===== src/rtl/sdfc_pkg.sv =====
// shared constants, types and face axis table for the settle detector
`default_nettype none
package sdfc_pkg;

  localparam int unsigned HISTORY_DEPTH_DEF = 4;
  localparam int unsigned SAMPLE_WIDTH_DEF  = 16;

  localparam int unsigned CFG_W       = 32;
  localparam int unsigned CFG_IDX_W   = 1;
  localparam int unsigned FACE_W      = 3;
  localparam int unsigned FACE_COUNT  = 6;
  localparam int unsigned AXIS_W      = 10;
  localparam int unsigned OUT_TDATA_W = 8;

  localparam logic signed [CFG_W-1:0] SETTLE_LOW_RST  = 32'sd1310720;
  localparam logic signed [CFG_W-1:0] SETTLE_HIGH_RST = 32'sd1966080;

  // axis components in q2.8: 0.7 as 179, 1.0 as 256
  localparam logic signed [AXIS_W-1:0] AX_ONE  = 10'sd256;
  localparam logic signed [AXIS_W-1:0] AX_DIAG = 10'sd179;

  typedef enum logic [CFG_IDX_W-1:0] {
    CFG_SETTLE_LOW  = 1'b0,
    CFG_SETTLE_HIGH = 1'b1
  } cfg_reg_e;

  // component a (0 x, 1 y, 2 z) of face axis f (0 for face 1)
  function automatic logic signed [AXIS_W-1:0] face_axis(input int unsigned f,
                                                         input int unsigned a);
    logic signed [AXIS_W-1:0] v;
    v = '0;
    unique case (f)
      0: if (a == 0) v = AX_ONE;
      1: if (a != 0) v = -AX_DIAG;
      2: if (a == 1) v = AX_DIAG; else if (a == 2) v = -AX_DIAG;
      3: if (a == 1) v = -AX_DIAG; else if (a == 2) v = AX_DIAG;
      4: if (a != 0) v = AX_DIAG;
      5: if (a == 0) v = -AX_ONE;
      default: v = '0;
    endcase
    return v;
  endfunction

endpackage
`default_nettype wire


===== src/rtl/sdfc_face_sel.sv =====
// face classifier: first strictly largest positive dot against six axes
`default_nettype none
module sdfc_face_sel #(
  parameter int unsigned SampleWidth = sdfc_pkg::SAMPLE_WIDTH_DEF
) (
  input  logic [2:0][SampleWidth-1:0]    sample_i,
  output logic [sdfc_pkg::FACE_W-1:0]    face_o
);
  import sdfc_pkg::*;

  localparam int unsigned ProdW = SampleWidth + AXIS_W;
  localparam int unsigned DotW  = ProdW + 2;

  logic signed [FACE_COUNT-1:0][DotW-1:0] fdot;

  for (genvar f = 0; f < FACE_COUNT; f++) begin : g_face
    logic signed [2:0][ProdW-1:0] prod;
    for (genvar a = 0; a < 3; a++) begin : g_ax
      assign prod[a] = ProdW'($signed(sample_i[a])) * ProdW'(face_axis(f, a));
    end
    assign fdot[f] = DotW'($signed(prod[0])) + DotW'($signed(prod[1]))
                   + DotW'($signed(prod[2]));
  end

  always_comb begin
    logic signed [DotW-1:0] best;
    best   = '0;
    face_o = '0;
    for (int f = 0; f < FACE_COUNT; f++) begin
      if ($signed(fdot[f]) > best) begin
        best   = $signed(fdot[f]);
        face_o = FACE_W'(f + 1);
      end
    end
  end

endmodule
`default_nettype wire


===== config.mk =====
export PLATFORM = sky130hd
export DESIGN_NAME = sdfc_face_sel
export DESIGN_NICKNAME = d
export VERILOG_FILES = /design/src/rtl/sdfc_pkg.sv /design/src/rtl/sdfc_face_sel.sv
export SDC_FILE = /design/constraint.sdc
export NUM_CORES = 1
export LEC_CHECK = 0
export BUFFER_PORTS_ARGS = -buffer_cell sky130_fd_sc_hd__buf_2
export CAP_MARGIN = 20
export CORE_MARGIN = 4
export CORE_UTILIZATION = 50
export DETAILED_ROUTE_END_ITERATION = 10
export PLACE_DENSITY_LB_ADDON = 0.1
export SETUP_SLACK_MARGIN = 0.1
export SLEW_MARGIN = 20
export SYNTH_ARGS = -nofsm -noshare
export SYNTH_HDL_FRONTEND = slang
export SYNTH_SLANG_ARGS = --single-unit

===== constraint.sdc =====
create_clock -name vclk -period 78.3
set_input_delay 15.66 -clock vclk [all_inputs]
set_output_delay 15.66 -clock vclk [all_outputs]
set_load 0.05 [all_outputs]

# Yosys cells after proc, flatten, opt, wreduce, memory -nomap -nowiden
# Cells that the tools add are included.
# classes
add_sub_neg	5
mul	4
n_lt_le_gt_ge	6
muxes	11
# ops
cell	count
26-bit by 28-bit > comparator with 1-bit output	5
28-bit two-way mux	5
25-bit by 25-bit adder with 26-bit output	4
16-bit by 9-bit multiplier with 25-bit output (second input constant)	4
24-bit by 1-bit > comparator with 1-bit output (second input constant)	1
16-bit negation with 18-bit output	1
3-bit two-way mux	5
1-bit two-way mux	1
# word_totals
ff_bits	0
input_bits	48
out_inout_bits	3
elab_cells	26

# Logic depth before layout (Yosys ltp)
# Gate-level depths: netlist of run 1.
# depth
depth_word	12
ltp_mapped	110
ltp_nobuf	102

# Least setup slack after synthesis of run 1
# No wires, ideal clock.
# synth_timing
kind	input port to output port
startpoint	in sample_i[22] (netlist name)
endpoint	out face_o[0] (netlist name)
arrival_ns	33.605
required_ns	62.640
path_slack_ns	29.035
cell_stages	93
path_buffers	7
cell_sequence	inv_1 ha_1 fa_1 fa_1 fa_1 ha_1 ha_1 a21oi_1 o21ai_0 and2_2 o31a_1 o21a_1 o21ai_0 or2b_2 xor2_1 ha_1 inv_1 o31a_1 (+57 left out) clkbuf_1 o21a_1 ha_1 nor2b_1 o21ai_0 nand2b_1 a21oi_1 nor2b_1 o21ai_0 nand2b_1 a21oi_1 nor3_1 nor2_1 nand3_1 o221ai_1 nor2_1 a211oi_1 and2_1
# synth_via
elab_chain_len	12
elab_cells_between_ends	20
cone_classes	add/sub: 4; mul: 2; order compare: 5; mux: 9
# synth_rtl
element	line_no	text
from (decl)	sdfc_face_sel.sv:6	input logic [2:0][SampleWidth-1:0] sample_i,
16-bit by 9-bit multiplier with 25-bit output	sdfc_face_sel.sv:19	assign prod[a] = ProdW'($signed(sample_i[a])) * ProdW'(face_axis(f, a));
25-bit by 25-bit adder with 26-bit output	sdfc_face_sel.sv:22	+ DotW'($signed(prod[2]));
26-bit by 28-bit > comparator with 1-bit output	sdfc_face_sel.sv:30	if ($signed(fdot[f]) > best) begin
28-bit two-way mux	sdfc_face_sel.sv:30	
26-bit by 28-bit > comparator with 1-bit output	sdfc_face_sel.sv:30	
28-bit two-way mux	sdfc_face_sel.sv:30	
26-bit by 28-bit > comparator with 1-bit output	sdfc_face_sel.sv:30	
28-bit two-way mux	sdfc_face_sel.sv:30	
26-bit by 28-bit > comparator with 1-bit output	sdfc_face_sel.sv:30	
28-bit two-way mux	sdfc_face_sel.sv:30	
26-bit by 28-bit > comparator with 1-bit output	sdfc_face_sel.sv:30	
3-bit two-way mux (*)	sdfc_face_sel.sv:30	
to (decl)	sdfc_face_sel.sv:7	output logic [sdfc_pkg::FACE_W-1:0] face_o
# Every way passes the cells marked *; elsewhere a longest branch is shown, timed or not.

# Final worst setup path of run 1
# Ends and elaborated chain as after synthesis.

==> results of run 1 <==
## routing by layer
layer	track usage, %	wire, um	up-vias
li1	-	-	8056
met1	37.9	25800	7647
met2	44.2	25000	412
met3	2.11	2570	78
met4	8.42	2290	0
met5	0	0	-
## path summary, 6_finish.rpt
path	cells past startpoint	from	end
setup / recovery	85	sample_i[22]	face_o[0]
hold / removal	9	sample_i[15]	face_o[1]
## cells by family after synthesis
logic type	Yosys count	synth area share, %
buffers and inverters	330	6.62
adders and majority gates	684	50.4
xor gates and xnor gates	211	9.71
and+or+nand+nor	468	12.3
muxes	45	2.55
AOI/OAI and AO/OA	536	18.4
## through the flow
stage | util, % | setup slack (ns) | hold slack (ns) | std cells
2_1_floorplan | - | 29.03 | 32.12 | 2274
3_3_place_gp | 53.0 | 26.75 | 32.36 | 2814
3_5_place_dp | 53.0 | 26.27 | 32.38 | 2814
4_1_cts | 53.0 | 26.20 | 32.38 | 2814
5_1_grt | 53.0 | 24.35 | 32.49 | 2814
6_report | 53.0 | 25.98 | 32.39 | 2814
## area by class of cell
cell class / instances / area share, %
repair buffers: 54 / 1.38
multi-input cells: 1944 / 89.8
inverters: 305 / 5.69
well taps: 511 / 3.18
## Yosys cell counts (7+ instances only)
cell	number	area share, %
sky130_fd_sc_hd__ha_1	503	33
sky130_fd_sc_hd__inv_1	305	5.9
sky130_fd_sc_hd__a21oi_1	175	4.5
sky130_fd_sc_hd__fa_1	164	17
sky130_fd_sc_hd__xnor2_1	148	6.7
sky130_fd_sc_hd__nor2_1	119	2.3
sky130_fd_sc_hd__nand2_1	111	2.2
sky130_fd_sc_hd__o21ai_0	99	2.6
sky130_fd_sc_hd__a21o_1	67	2.6
sky130_fd_sc_hd__xor2_1	60	2.7
sky130_fd_sc_hd__nand3_1	34	0.88
sky130_fd_sc_hd__nor2b_1	30	0.97
sky130_fd_sc_hd__o21a_1	29	1.1
sky130_fd_sc_hd__nand2b_1	28	0.91
sky130_fd_sc_hd__nor3_1	28	0.72
sky130_fd_sc_hd__mux2i_1	26	1.3
sky130_fd_sc_hd__o21bai_1	24	0.93
sky130_fd_sc_hd__nand4_1	21	0.68
sky130_fd_sc_hd__maj3_1	16	0.83
sky130_fd_sc_hd__mux2_2	16	0.93
sky130_fd_sc_hd__and2_1	15	0.49
sky130_fd_sc_hd__clkbuf_1	13	0.25
sky130_fd_sc_hd__or3_1	13	0.42
sky130_fd_sc_hd__a211oi_1	11	0.43
sky130_fd_sc_hd__and3_1	11	0.36
sky130_fd_sc_hd__nor4_1	11	0.36
sky130_fd_sc_hd__a21boi_0	9	0.35
sky130_fd_sc_hd__o211ai_1	9	0.35
sky130_fd_sc_hd__a31oi_1	8	0.26
sky130_fd_sc_hd__a41oi_1	8	0.36
sky130_fd_sc_hd__and4_1	7	0.32
sky130_fd_sc_hd__or4_1	7	0.27
==> impl_summary.log, run 1 <==
INFO  metric numSequentialCells = 0
INFO  metric mostFrequentLayoutCells = 503 x sky130_fd_sc_hd__ha_1, 305 x sky130_fd_sc_hd__inv_1, 175 x sky130_fd_sc_hd__a21oi_1
INFO  metric post_dp_cell_area = 20,100 sq um
INFO  metric crit_type = in -> out
INFO  metric rsz0062_at_grt = no
INFO  metric dp.final_hpwl = 50,300 um
INFO  metric dr.pass1.iters = 6
INFO  metric grt_pass1_vias = 16,500
INFO  metric dieArea = 41,900 sq um
INFO  metric cp_top_family = compound AO/OA/AOI/OAI gates
INFO  metric worstSetupStartpointType = input port
INFO  metric required_time_at_the_endpoint_of_the_critical_path = 62.64 ns
INFO  metric drt_iter0_drc = 1,093
INFO  metric timing.final.hold_violations = 0
INFO  metric initial_core_util = 51.0%
INFO  metric drt_wl_cell = 19.8 um
INFO  metric yosysUniqueCellTypes = 106
INFO  metric core = 37,900 sq um
INFO  metric layout.nets = 3,020
INFO  metric antenna_cells = 0
INFO  metric post_route_cells_drive_above_1_share = 6.04%
INFO  metric setup_total_negative_slack = 0 ns
INFO  metric holdCritPathClass = in -> out
INFO  metric maxSlewHeadroom = 38.5%
INFO  metric antenna_violating_nets_post_route = 0
INFO  metric ys_warn_count = 0
INFO  metric post_drt_via_cell_ratio = 5.75
INFO  metric synthesis.instances = 2,274
INFO  metric multiInputGateArea = 18,100 sq um
INFO  metric largest_net_degree_at_the_start_of_global_routing = 27
INFO  metric grt_first_pass_wirelength = 90,200 um
INFO  metric die-height = 205 um
INFO  metric io_buffer_count = 51
INFO  metric endpoint_kind = output pin
INFO  metric boundaryPins = 51
INFO  metric final_common_cell = sky130_fd_sc_hd__ha_1
INFO  metric area_of_the_mapped_netlist = 19,300 sq um
INFO  metric syn2layout_area_growth = 4.08%
INFO  metric drc_errors = 0
INFO  metric overflow = 0
INFO  metric chipWidth = 205 um
INFO  metric setup_viol = 0
INFO  metric clkbuf_count = 0
INFO  metric vias = 16,200
INFO  metric max_slew.worst_pin.slew = 0.918 ns
INFO  metric post_route_cell_area = 20,100 sq um
INFO  metric seq_area_frac_synth = 0%
INFO  metric critical_path_buf_inv_count = 8
INFO  metric antenna_violations_before_repair = 0
INFO  metric finalWorstPathRequiredPeriod = 52.32 ns
INFO  metric cell_repeated_most_along_the_worst_path = sky130_fd_sc_hd__ha_1
INFO  metric wirelength = 55,700 um
INFO  metric critical_path.max_stage_delay = 0.63 ns
INFO  metric post_synth.cell_area_avg = 8.50 sq um
INFO  metric fin_crit_sh = 66.8%
INFO  metric critical-path-slowest-cell = sky130_fd_sc_hd__o21ai_2
INFO  metric result_of_the_run = complete, no violations
INFO  metric global_route.usage.total = 26.9%
INFO  metric drv_slew = 0
INFO  metric n_fill_cell = 3,628
INFO  metric seq_area = 0 sq um
INFO  metric critPathMaxFanout = 25
INFO  metric critical_path_arrival = 36.66 ns
INFO  metric post_cts_resize_count = 0
INFO  metric num_rows = 71
INFO  metric cts.repair_timing.setup_buffer_count = 0
INFO  metric fmaxAchievable = 0.0191 GHz
INFO  metric ctsHoldBuffers = 0
INFO  metric gp_congestion = 0.928
INFO  metric drv_cap = 0
INFO  metric post_syn_nets = 2,989
Power of run 1 is left out: the tool's default activity adds up to more than one toggle a clock period on the data nets, which glitch-free logic cannot reach.
==> run 2, diff against run 1 <==
Clock period 78.3 ns to 46.2 ns, I/O delays scaled along.
==> impl_summary.log, run 2 (same netlist as run 1, synthesis figures left out) <==
INFO  metric result_of_the_run = complete, no violations
INFO  metric dieArea = 41,900 sq um (unchanged)
INFO  metric drt_wl_cell = 19.8 um (+0.30%)
INFO  metric critical_path.max_stage_delay = 0.64 ns (about the same)
INFO  metric post_drt_via_cell_ratio = 5.80 (+0.83%)
INFO  metric ctsHoldBuffers = 0 (unchanged)
INFO  metric timing.final.hold_violations = 0 (unchanged)
INFO  metric n_fill_cell = 3,695 (+1.8%)
INFO  metric maxSlewHeadroom = 39.4% (+0.96 points)
INFO  metric critical_path_cell_count = 84 (-1.2%)
INFO  metric finalWorstPathRequiredPeriod = 39.59 ns
INFO  metric overflow = 0 (unchanged)
INFO  metric drt_iter0_drc = 1,320 (+21%)
INFO  metric drc_errors = 0 (unchanged)
INFO  metric holdCritPathClass = in -> out
INFO  metric crit_type = in -> out
INFO  metric dr.pass1.iters = 5 (-1)
INFO  metric drv_slew = 0 (unchanged)
INFO  metric antenna_cells = 0 (unchanged)
INFO  metric cp_top_family = compound AO/OA/AOI/OAI gates
INFO  metric post_cts_resize_count = 0 (unchanged)
INFO  metric critical_path_buf_inv_count = 7 (-1)
INFO  metric antenna_violating_nets_post_route = 0 (unchanged)
INFO  metric multiInputGateArea = 18,100 sq um (unchanged)
INFO  metric final_common_cell = sky130_fd_sc_hd__ha_1
INFO  metric drv_cap = 0 (unchanged)
INFO  metric vias = 16,300 (+0.83%)
INFO  metric critPathMaxFanout = 25 (unchanged)
INFO  metric critical-path-slowest-cell = sky130_fd_sc_hd__xor2_1
INFO  metric seq_area = 0 sq um (unchanged)
INFO  metric endpoint_kind = output pin
INFO  metric gp_congestion = 0.932 (+0.46%)
INFO  metric setup_total_negative_slack = 0 ns (unchanged)
INFO  metric io_buffer_count = 51 (unchanged)
INFO  metric required_time_at_the_endpoint_of_the_critical_path = 36.96 ns (-25.68 ns)
INFO  metric chipWidth = 205 um (unchanged)
INFO  metric fmaxAchievable = 0.0253 GHz
INFO  metric critical_path_arrival = 30.35 ns (-6.31 ns)
INFO  metric wirelength = 55,800 um (+0.30%)
INFO  metric fin_crit_sh = 85.7%
INFO  metric max_slew.worst_pin.slew = 0.909 ns (-0.00895 ns)
INFO  metric clkbuf_count = 0 (unchanged)
INFO  metric endpoint = face_o[0]
INFO  metric layout.nets = 3,020 (unchanged)
INFO  metric mostFrequentLayoutCells = 503 x sky130_fd_sc_hd__ha_1, 305 x sky130_fd_sc_hd__inv_1, 175 x sky130_fd_sc_hd__a21oi_1
INFO  metric antenna_violations_before_repair = 0 (unchanged)
INFO  metric global_route.usage.total = 26.7% (-0.19 points)
INFO  metric initial_core_util = 51.0% (unchanged)
INFO  metric cell_repeated_most_along_the_worst_path = sky130_fd_sc_hd__ha_1
INFO  metric worstSetupStartpointType = input port
INFO  metric whs = 19.55 ns (-12.85 ns)
INFO  metric numSequentialCells = 0 (unchanged)
INFO  metric die-height = 205 um (unchanged)
INFO  metric cts.repair_timing.setup_buffer_count = 0 (unchanged)
INFO  metric syn2layout_area_growth = 4.08% (unchanged)
INFO  metric rsz0062_at_grt = no
INFO  metric boundaryPins = 51 (unchanged)
INFO  metric post_route_cells_drive_above_1_share = 6.04% (unchanged)
INFO  metric post_route_cell_area = 20,100 sq um (unchanged)
INFO  metric setup_viol = 0 (unchanged)
INFO  metric grt_pass1_vias = 16,400 (-1.0%)
INFO  metric core = 37,900 sq um (unchanged)
INFO  metric largest_net_degree_at_the_start_of_global_routing = 27 (unchanged)
INFO  metric num_rows = 71 (unchanged)
INFO  metric post_dp_cell_area = 20,100 sq um (unchanged)
INFO  metric crit_path_start = sample_i[22]
INFO  metric dp.final_hpwl = 50,300 um (about the same)
INFO  metric grt_first_pass_wirelength = 89,500 um (-0.77%)
## run 2: cell counts in the layout (fill, tap and decap cells not counted)
Identical to the previous run, type by type.
## run 2: how the worst min path moves through the flow
stage,startpoint,endpoint,slack (ns),cells after the start
6_report,sample_i[15],face_o[1],19.55,9
5_1_grt,sample_i[15],face_o[2],19.63,9
4_1_cts,sample_i[15],face_o[1],19.54,9
3_5_place_dp,sample_i[15],face_o[1],19.53,9
3_3_place_gp,sample_i[15],face_o[1],19.52,9
2_1_floorplan,sample_i[15],face_o[1],19.28,7
## run 2: layout make-up
class	count	area share (%)
Inverter	305	5.69
Multi-Input combinational cell	1944	89.8
Tap cell	511	3.18
Timing Repair Buffer	54	1.38
## run 2: metal layers
metal  up-vias  track usage (%)  wire length (um)
li1       8044                -                 -
met1      7783             37.9             26000
met5         -                0                 0
met4         0             6.77              1830
met3        67             1.03              2350
met2       433             45.1             25700
## run 2: per-stage QoR
step | setup WS, ns | utilization (%) | std cells
finish | 6.61 | 53.0 | 2814
detailed placement | 7.01 | 53.0 | 2814
global placement | 7.46 | 53.0 | 2814
floorplan | 9.77 | - | 2274
global route | 5.30 | 53.0 | 2814
CTS | 6.94 | 53.0 | 2814
## run 2: worst min-delay path, delay by kind of cell
family                   cells  cell delay, ns
buffers and inverters        3            0.38
adder cells (fa/ha/maj)      1            0.32
AO/OA/AOI/OAI                3            0.24
AND/OR/NAND/NOR              2            0.12
Power of run 2 is left out for the same reason.
